===== src/hw/rtl/tmaf_pkg.sv =====
// ----------------------------------------------------------------------------
// Trimmed-mean filter package
// Shared widths, register map constants and control types.
// ----------------------------------------------------------------------------
package tmaf_pkg;

  localparam int SAMPLE_BITS_DEF   = 24;
  localparam int FRACTION_BITS_DEF = 8;

  localparam int COUNT_W    = 8;   // sample_count register
  localparam int TAKEN_W    = 9;   // samples in window, up to 257
  localparam int OUT_W      = 32;  // average_value
  localparam int APB_DATA_W = 32;
  localparam int APB_ADDR_W = 3;

  localparam logic [COUNT_W-1:0] COUNT_RESET      = 8'd10;
  localparam logic [COUNT_W-1:0] MIN_WINDOW_COUNT = 8'd2;

  // register index, taken from paddr word bit
  localparam logic REG_SAMPLE_COUNT = 1'b0;

  typedef struct packed {
    logic load;    // sample accepted
    logic bypass;  // pass-through mode: sample clears the window
    logic flush;   // window closed, start afresh
  } acc_ctrl_t;

endpackage


===== src/hw/rtl/tmaf_accum.sv =====
// ----------------------------------------------------------------------------
// Trimmed-mean window accumulator
// Keeps the exact running sum, signed extremes and sample count of a window.
// ----------------------------------------------------------------------------
module tmaf_accum #(
  parameter int SAMPLE_BITS = tmaf_pkg::SAMPLE_BITS_DEF
) (
  input  logic                                  clk,
  input  logic                                  rst_n,
  input  tmaf_pkg::acc_ctrl_t                   ctrl,
  input  logic signed [SAMPLE_BITS-1:0]         sample,
  input  logic [tmaf_pkg::COUNT_W-1:0]          count,
  output logic signed [SAMPLE_BITS+tmaf_pkg::TAKEN_W-1:0] sum,
  output logic signed [SAMPLE_BITS-1:0]         max_val,
  output logic signed [SAMPLE_BITS-1:0]         min_val,
  output logic                                  last
);

  localparam int SUM_W = SAMPLE_BITS + tmaf_pkg::TAKEN_W;

  logic signed [SUM_W-1:0]              sum_r, sum_nxt;
  logic signed [SAMPLE_BITS-1:0]        max_r, max_nxt;
  logic signed [SAMPLE_BITS-1:0]        min_r, min_nxt;
  logic [tmaf_pkg::TAKEN_W-1:0]         taken_r, taken_nxt;
  logic [tmaf_pkg::TAKEN_W-1:0]         need;

  // the incoming sample closes the window once taken reaches count+1
  assign need = tmaf_pkg::TAKEN_W'(count) + 1'b1;
  assign last = (taken_r >= need);

  always_comb begin
    sum_nxt   = sum_r;
    max_nxt   = max_r;
    min_nxt   = min_r;
    taken_nxt = taken_r;
    if (ctrl.flush || (ctrl.load && ctrl.bypass)) begin
      sum_nxt   = '0;
      max_nxt   = '0;
      min_nxt   = '0;
      taken_nxt = '0;
    end else if (ctrl.load) begin
      if (taken_r == '0) begin
        max_nxt = sample;
        min_nxt = sample;
      end else begin
        if (sample > max_r) max_nxt = sample;
        if (sample < min_r) min_nxt = sample;
      end
      sum_nxt   = sum_r + SUM_W'(sample);
      taken_nxt = taken_r + 1'b1;
    end
  end

  always_ff @(posedge clk) begin
    if (!rst_n) begin
      sum_r   <= '0;
      max_r   <= '0;
      min_r   <= '0;
      taken_r <= '0;
    end else begin
      sum_r   <= sum_nxt;
      max_r   <= max_nxt;
      min_r   <= min_nxt;
      taken_r <= taken_nxt;
    end
  end

  assign sum     = sum_r;
  assign max_val = max_r;
  assign min_val = min_r;

endmodule


===== src/hw/rtl/tmaf_divider.sv =====
// ----------------------------------------------------------------------------
// Trimmed-mean divider
// Restoring divider, one quotient bit per cycle, on the numerator magnitude.
// ----------------------------------------------------------------------------
module tmaf_divider #(
  parameter int NUM_W = 41
) (
  input  logic                             clk,
  input  logic                             rst_n,
  input  logic                             start,
  input  logic signed [NUM_W-1:0]          num,
  input  logic [tmaf_pkg::COUNT_W-1:0]     divisor,
  output logic [NUM_W-1:0]                 quo,
  output logic                             neg,
  output logic                             done
);

  localparam int CNT_W = $clog2(NUM_W + 1);
  localparam int DV_W  = tmaf_pkg::COUNT_W;

  logic [NUM_W-1:0] quo_r, quo_nxt;
  logic [DV_W-1:0]  rem_r, rem_nxt;
  logic [DV_W-1:0]  div_r, div_nxt;
  logic             neg_r, neg_nxt;
  logic [CNT_W-1:0] cnt_r, cnt_nxt;
  logic             done_r, done_nxt;
  logic [DV_W:0]    trial;
  logic [DV_W:0]    diff;

  assign trial = {rem_r, quo_r[NUM_W-1]};
  assign diff  = trial - {1'b0, div_r};

  always_comb begin
    quo_nxt  = quo_r;
    rem_nxt  = rem_r;
    div_nxt  = div_r;
    neg_nxt  = neg_r;
    cnt_nxt  = cnt_r;
    done_nxt = 1'b0;
    if (start) begin
      neg_nxt = num[NUM_W-1];
      quo_nxt = num[NUM_W-1] ? (~num + 1'b1) : num;
      rem_nxt = '0;
      div_nxt = divisor;
      cnt_nxt = CNT_W'(NUM_W);
    end else if (cnt_r != '0) begin
      if (!diff[DV_W]) begin
        rem_nxt = diff[DV_W-1:0];
        quo_nxt = {quo_r[NUM_W-2:0], 1'b1};
      end else begin
        rem_nxt = trial[DV_W-1:0];
        quo_nxt = {quo_r[NUM_W-2:0], 1'b0};
      end
      cnt_nxt  = cnt_r - 1'b1;
      done_nxt = (cnt_r == CNT_W'(1));
    end
  end

  always_ff @(posedge clk) begin
    if (!rst_n) begin
      cnt_r  <= '0;
      done_r <= 1'b0;
    end else begin
      cnt_r  <= cnt_nxt;
      done_r <= done_nxt;
    end
  end

  always_ff @(posedge clk) begin
    quo_r <= quo_nxt;
    rem_r <= rem_nxt;
    div_r <= div_nxt;
    neg_r <= neg_nxt;
  end

  assign quo  = quo_r;
  assign neg  = neg_r;
  assign done = done_r;

endmodule


===== src/hw/rtl/trimmed_mean_adc_filter.sv =====
// ----------------------------------------------------------------------------
// Trimmed-mean ADC filter
// Olympic average of signed converter samples with an APB count register.
// ----------------------------------------------------------------------------
// With sample_count of 2 or more, a window of sample_count+2 samples is
// collected, one request per cycle, keeping the exact sum and the signed
// largest and smallest samples; the request that closes the window returns
// (sum - largest - smallest) * 2^FRACTION_BITS / sample_count, truncated
// toward zero, and the next window starts. That closing request occupies the
// block through the trim, load, divide and hold states, the restoring
// divider retiring one quotient bit per cycle. With sample_count of 0 or 1
// each sample is returned scaled by 2^FRACTION_BITS and any partial window
// is dropped; each such request holds the block until its result enters the
// output register. A finished result waits in the output register without
// holding up new samples. sample_count sits at byte address 0 and resets to 10.
module trimmed_mean_adc_filter #(
  parameter int SAMPLE_BITS   = tmaf_pkg::SAMPLE_BITS_DEF,
  parameter int FRACTION_BITS = tmaf_pkg::FRACTION_BITS_DEF
) (
  input  logic                                clk,
  input  logic                                rst_n,
  input  logic                                in_valid,
  output logic                                in_ready,
  input  logic signed [SAMPLE_BITS-1:0]       in_sample_value,
  output logic                                out_valid,
  input  logic                                out_ready,
  output logic signed [tmaf_pkg::OUT_W-1:0]   out_average_value,
  input  logic                                psel,
  input  logic                                penable,
  input  logic                                pwrite,
  input  logic [tmaf_pkg::APB_ADDR_W-1:0]     paddr,
  input  logic [tmaf_pkg::APB_DATA_W-1:0]     pwdata,
  output logic [tmaf_pkg::APB_DATA_W-1:0]     prdata,
  output logic                                pready
);

  localparam int SUM_W  = SAMPLE_BITS + tmaf_pkg::TAKEN_W;
  localparam int TRIM_W = SUM_W + 1;
  localparam int NUM_W  = TRIM_W + FRACTION_BITS;
  localparam int OUT_W  = tmaf_pkg::OUT_W;
  localparam int EXT_W  = SAMPLE_BITS + FRACTION_BITS + OUT_W;
  localparam int QX_W   = NUM_W + OUT_W;

  localparam logic [2:0] ST_IDLE = 3'd0;
  localparam logic [2:0] ST_TRIM = 3'd1;
  localparam logic [2:0] ST_LOAD = 3'd2;
  localparam logic [2:0] ST_DIV  = 3'd3;
  localparam logic [2:0] ST_HOLD = 3'd4;

  logic [2:0]                      state_r, state_nxt;
  logic [tmaf_pkg::COUNT_W-1:0]    count_r, count_nxt;
  logic signed [TRIM_W-1:0]        trim_r, trim_nxt;
  logic [OUT_W-1:0]                res_r, res_nxt;
  logic                            out_valid_r, out_valid_nxt;
  logic [OUT_W-1:0]                out_data_r, out_data_nxt;

  logic                            accept;
  logic                            bypass;
  logic                            cfg_wr;
  logic                            reg_sel;
  tmaf_pkg::acc_ctrl_t             acc_ctrl;
  logic signed [SUM_W-1:0]         acc_sum;
  logic signed [SAMPLE_BITS-1:0]   acc_max;
  logic signed [SAMPLE_BITS-1:0]   acc_min;
  logic                            acc_last;
  logic                            div_start;
  logic signed [NUM_W-1:0]         div_num;
  logic [NUM_W-1:0]                div_quo;
  logic                            div_neg;
  logic                            div_done;
  logic signed [EXT_W-1:0]         pass_wide;
  logic [QX_W-1:0]                 qx_mag;
  logic [QX_W-1:0]                 qx_sgn;
  logic                            out_free;

  // config port
  assign pready  = 1'b1;
  assign reg_sel = (paddr[2] == tmaf_pkg::REG_SAMPLE_COUNT);
  assign cfg_wr  = psel && penable && pwrite && reg_sel;
  assign count_nxt = cfg_wr ? pwdata[tmaf_pkg::COUNT_W-1:0] : count_r;
  assign prdata  = reg_sel ? tmaf_pkg::APB_DATA_W'(count_r) : '0;

  assign bypass   = (count_r < tmaf_pkg::MIN_WINDOW_COUNT);
  assign in_ready = (state_r == ST_IDLE);
  assign accept   = in_valid && in_ready;

  assign acc_ctrl.load   = accept;
  assign acc_ctrl.bypass = bypass;
  assign acc_ctrl.flush  = (state_r == ST_TRIM);

  tmaf_accum #(
    .SAMPLE_BITS (SAMPLE_BITS)
  ) u_accum (
    .clk     (clk),
    .rst_n   (rst_n),
    .ctrl    (acc_ctrl),
    .sample  (in_sample_value),
    .count   (count_r),
    .sum     (acc_sum),
    .max_val (acc_max),
    .min_val (acc_min),
    .last    (acc_last)
  );

  assign div_start = (state_r == ST_LOAD);
  assign div_num   = NUM_W'(trim_r) <<< FRACTION_BITS;

  tmaf_divider #(
    .NUM_W (NUM_W)
  ) u_divider (
    .clk     (clk),
    .rst_n   (rst_n),
    .start   (div_start),
    .num     (div_num),
    .divisor (count_r),
    .quo     (div_quo),
    .neg     (div_neg),
    .done    (div_done)
  );

  assign pass_wide = EXT_W'(in_sample_value) <<< FRACTION_BITS;
  assign qx_mag    = QX_W'(div_quo);
  assign qx_sgn    = div_neg ? (~qx_mag + 1'b1) : qx_mag;
  assign out_free  = !out_valid_r || out_ready;

  always_comb begin
    state_nxt     = state_r;
    trim_nxt      = trim_r;
    res_nxt       = res_r;
    out_valid_nxt = out_valid_r && !out_ready;
    out_data_nxt  = out_data_r;
    unique case (state_r)
      ST_IDLE: begin
        if (accept) begin
          if (bypass) begin
            res_nxt   = pass_wide[OUT_W-1:0];
            state_nxt = ST_HOLD;
          end else if (acc_last) begin
            state_nxt = ST_TRIM;
          end
        end
      end
      ST_TRIM: begin
        trim_nxt  = TRIM_W'(acc_sum) - TRIM_W'(acc_max) - TRIM_W'(acc_min);
        state_nxt = ST_LOAD;
      end
      ST_LOAD: begin
        state_nxt = ST_DIV;
      end
      ST_DIV: begin
        if (div_done) begin
          res_nxt   = qx_sgn[OUT_W-1:0];
          state_nxt = ST_HOLD;
        end
      end
      ST_HOLD: begin
        // result moves on once the output register is free
        if (out_free) begin
          out_data_nxt  = res_r;
          out_valid_nxt = 1'b1;
          state_nxt     = ST_IDLE;
        end
      end
      default: begin
        state_nxt = ST_IDLE;
      end
    endcase
  end

  always_ff @(posedge clk) begin
    if (!rst_n) begin
      state_r     <= ST_IDLE;
      count_r     <= tmaf_pkg::COUNT_RESET;
      out_valid_r <= 1'b0;
    end else begin
      state_r     <= state_nxt;
      count_r     <= count_nxt;
      out_valid_r <= out_valid_nxt;
    end
  end

  always_ff @(posedge clk) begin
    trim_r     <= trim_nxt;
    res_r      <= res_nxt;
    out_data_r <= out_data_nxt;
  end

  assign out_valid         = out_valid_r;
  assign out_average_value = out_data_r;

endmodule

===== config.mk =====
export PLATFORM = sky130hd
export DESIGN_NAME = trimmed_mean_adc_filter
export DESIGN_NICKNAME = d
export VERILOG_FILES = /design/src/hw/rtl/tmaf_pkg.sv /design/src/hw/rtl/tmaf_accum.sv /design/src/hw/rtl/tmaf_divider.sv /design/src/hw/rtl/trimmed_mean_adc_filter.sv
export SDC_FILE = /design/constraint.sdc
export NUM_CORES = 1
export LEC_CHECK = 0
export ABC_AREA = 1
export BUFFER_PORTS_ARGS = -buffer_cell sky130_fd_sc_hd__buf_2
export CAP_MARGIN = 20
export CELL_PAD_IN_SITES_DETAIL_PLACEMENT = 0
export CELL_PAD_IN_SITES_GLOBAL_PLACEMENT = 1
export CORE_MARGIN = 10
export CORE_UTILIZATION = 49
export DETAILED_ROUTE_END_ITERATION = 10
export HOLD_SLACK_MARGIN = 0.03
export MAX_ROUTING_LAYER = met4
export PLACE_DENSITY_LB_ADDON = 0.25
export SLEW_MARGIN = 5
export SYNTH_ARGS = -nofsm -noshare
export SYNTH_HDL_FRONTEND = slang
export SYNTH_HIERARCHICAL = 1
export SYNTH_SLANG_ARGS = --single-unit

===== constraint.sdc =====
create_clock -name clk -period 5.95 [get_ports clk]
set_input_delay 0.8925 -clock clk [delete_from_list [all_inputs] [get_ports clk]]
set_output_delay 0.8925 -clock clk [all_outputs]
set_load 0.01 [all_outputs]

==> impl_metrics.toml <==
[status]
status = "complete, no violations"

[critical_path]
criticalPathCategory = "input port to flip-flop"
end_kind = "flip-flop"
r2r_cells = 14
crit_fanout = 25
startpoint_type = "input port"
path_cells = "buf_2 > ha_1 > a21oi_1 > o21ai_0 > nor2_1 > nand3_1 > nand2_1 > nand3_1 > nand2_1 > buf_4 > nand3_1 > nand2_1 > nor2_1"
reg2reg_to = "u_accum/max_val[15]$_SDFFE_PP0P_"
r2r-start = "u_accum/max_val[23]$_SDFFE_PP0P_"
critPathMaxStageDelay_ns = 0.79
reg2reg_slack_ns = 2.74
path_delay_family = "simple AND/OR/NAND/NOR gates"
slowest_stage = "nand2_1"
cp_num_buf_inv = 2
required_ns = 6.40
arrival_ns = 3.87

[sta]
period_share = 0.576
hold_viol = 0
setup_violations = 0
finalMaxSlewViolations = 0
setup_tns_ns = 0
fmax_mhz = 292
worst_pin_slew_ns = 1.08
worst_slack_ns = 2.53
period_minus_slack_ns = 3.42
skew_ns = 0.0203
slew_headroom = 0.277
rsz0062_at_grt = "false"

[floorplanning]
start_util = 0.494
placementRows = 74
core_area_sq_um = 40600
die_width_um = 222
pin_count = 133
die_h_um = 222
die_area_sq_um = 49500

[synthesis]
synth_edf_count = 149
ys_warn_count = 6
synth.area.top_cells = "edfxtp_1, nand2_1, dfxtp_1"
netlist-cell-type-count = 53
ys_async_sr_fraction = 0
avgSynthCellArea_sq_um = 7.14
synth-seq-area-share = 0.340
yosys.area.top_type = "edfxtp_1"
synth_flop_cell = "edfxtp_1"
syn-cell-area_sq_um = 20100
synth.ff_latch_count = 266
netlist_instances = 2809
yosysTopAreaCellShare = 0.223

[layout]
final_cell_count_no_fill = 3457
fin_nets = 3137
drive_gt1_frac = 0.0859
design_area_sq_um = 22100
final.fill_count = 3977
area_growth_pct = 9.89

[pwr]
p_leak_nw = 10.6
ir_drop_uv = 209
p_per_area_nw_per_um2 = 376
power_mw = 8.30

[route]
routed_via_density = 5.19
num_vias = 17900
drt-initial-drc-count = 1226
ant_nets = 0
first_pass_iters = 7
drc = 0
wire_per_inst_um = 16.7
wl_um = 57600

[clock_tree]
clk_path_buf_depth = 3
cts_made_buffers = 34
clk_latency_ns = 0.56
cts_root_buf = "clkbuf_16"
cts-resized-gates = 0
postCtsHoldBufs = 0
cts_tree = "done"
path_clk_slew_ns = 0.06
cts_setup_buffers = 0
cts_sinks = 266
h-tree-depth = 2

[grt]
grt_pass1_wl_um = 90800
grt_pass1_vias = 17100
antenna_found_initial = 1
grt_max_degree = 154
grt_usage = 0.233
grt-ovfl-total = 0

[worst_hold_path]
whs_endpoint = "out_average_value[28]$_DFFE_PP_"
worstHoldPathType = "flip-flop to flip-flop"
hold_depth = 0
hold_start = "res_r[28]$_DFFE_PP_"

[placement]
place_congestion = 0.926
pre_cts_ws_ns = 1.98
hpwlAfterDp_um = 45100
dpl_cell_area_sq_um = 20900
port_buffers = 81
dp.cells = 3391

[run]
drv_cap = 0
==> routing by layer <==
layer / part of all wire / up-vias / GRT usage
met3: 0.051 / 98 / 0.0310
met4: 0.028 / 0 / 0.0774
met5: 0 / - / -
met2: 0.49 / 486 / 0.400
li1: - / 9140 / -
met1: 0.43 / 8207 / 0.276
==> cells by family after synthesis <==
family,after synthesis,synth area share
xor+xnor,64,0.0279
simple gates,1451,0.308
flops,266,0.340
compound gates,340,0.0959
other cells,2,0.000374
fa+ha+maj,174,0.122
buf+inv,512,0.107
==> area by class of cell <==
class,instances,area (sq um),share of cell area
antenna,2,5.00,0.000227
clock buffer,38,876,0.0397
clock inverter,24,236,0.0107
inverter,423,1590,0.0720
multi-input combinational,2079,11300,0.514
sequential,266,6820,0.309
tap,532,666,0.0302
timing repair buffer,93,541,0.0245
==> worst reg2reg max path: stages, from the launching register on <==
cell and delay (ns):
dfxtp_1 0.41, inv_1 0.07, ha_1 0.41, nand4_1 0.16, inv_1 0.08, nand2_1 0.11
nor2_2 0.15, nand2_1 0.09, nand4_1 0.07, nand3_1 0.07, nand2_1 0.79, buf_4 0.43
nand3_1 0.12, nand2_1 0.10, nor2_1 0.05
==> how the worst max path moves through the flow <==
stage	start	depth (start not counted)	end	slack (ns)
2_1_floorplan	state_r[1]$_SDFFE_PN0P_	9	u_accum/sum[21]$_SDFFE_PP0P_	2.95
3_3_place_gp	in_sample_value[23]	13	u_accum/max_val[5]$_SDFFE_PP0P_	2.00
3_5_place_dp	in_sample_value[23]	13	u_accum/max_val[15]$_SDFFE_PP0P_	1.98
4_1_cts	in_sample_value[23]	13	u_accum/max_val[15]$_SDFFE_PP0P_	2.57
5_1_grt	in_sample_value[23]	13	u_accum/max_val[5]$_SDFFE_PP0P_	2.32
6_report	in_sample_value[23]	13	u_accum/max_val[15]$_SDFFE_PP0P_	2.53
==> placed cells by master, fill, tap and decap left out, types with 15 or more instances in the layout <==
| cell | count |
|---|---|
| inv_1 | 421 |
| conb_1 | 50 |
| nand2_2 | 21 |
| ha_1 | 139 |
| clkbuf_16 | 34 |
| nand4_1 | 29 |
| o21ai_1 | 15 |
| nand2_1 | 728 |
| a21oi_1 | 149 |
| nand3b_1 | 15 |
| edfxtp_1 | 149 |
| nor2_1 | 346 |
| nand3_1 | 241 |
| xnor2_1 | 19 |
| dfxtp_1 | 117 |
| a21oi_2 | 32 |
| xor2_1 | 45 |
| fa_1 | 35 |
| buf_2 | 81 |
| nor3_1 | 22 |
| o21ai_0 | 105 |
==> through the flow <==
stage / utilization / hold WS, ns
6_report: 0.543 / 0.417
4_1_cts: 0.541 / 0.415
3_5_place_dp: 0.514 / 0.405
5_1_grt: 0.542 / 0.425
3_3_place_gp: 0.514 / 0.401
2_1_floorplan: - / 0.400
==> synthesized netlist by cell type, types with 5 or more instances <==
| cell type | n |
|---|---|
| dfxtp_1 | 117 |
| nor4_1 | 6 |
| edfxtp_1 | 149 |
| a21o_1 | 7 |
| ha_1 | 139 |
| xor2_1 | 45 |
| a31oi_1 | 5 |
| o21bai_1 | 12 |
| buf_2 | 22 |
| buf_6 | 6 |
| buf_4 | 29 |
| nor2_1 | 348 |
| o21ai_0 | 105 |
| nor2_2 | 12 |
| fa_1 | 35 |
| nor3_1 | 23 |
| nand2_2 | 20 |
| nor2_4 | 5 |
| nand3b_1 | 15 |
| xnor2_1 | 19 |
| o21ai_1 | 15 |
| a21oi_2 | 32 |
| inv_1 | 421 |
| buf_1 | 8 |
| nand3_1 | 241 |
| nand2_1 | 729 |
| clkbuf_1 | 21 |
| a21oi_1 | 150 |
| nand4_1 | 29 |
==> power breakdown <==
group | internal, mW | switching, mW | total (mW)
combinational | 1.22 | 2.35 | 3.57
sequential | 2.41 | 0.294 | 2.70
clock | 1.14 | 0.889 | 2.03
total | 4.77 | 3.53 | 8.30
==> flip-flops by register name (all words and copies together) (netlist names), 9 cells and up <==
signal / cells
out_average_value: 32
res_r: 32
u_accum/min_val: 24
u_accum/sum: 33
trim_r: 34
u_accum/max_val: 24
u_divider/quo: 42
u_accum/taken_r: 9
Note: power is estimated with default switching activity, not from simulation.
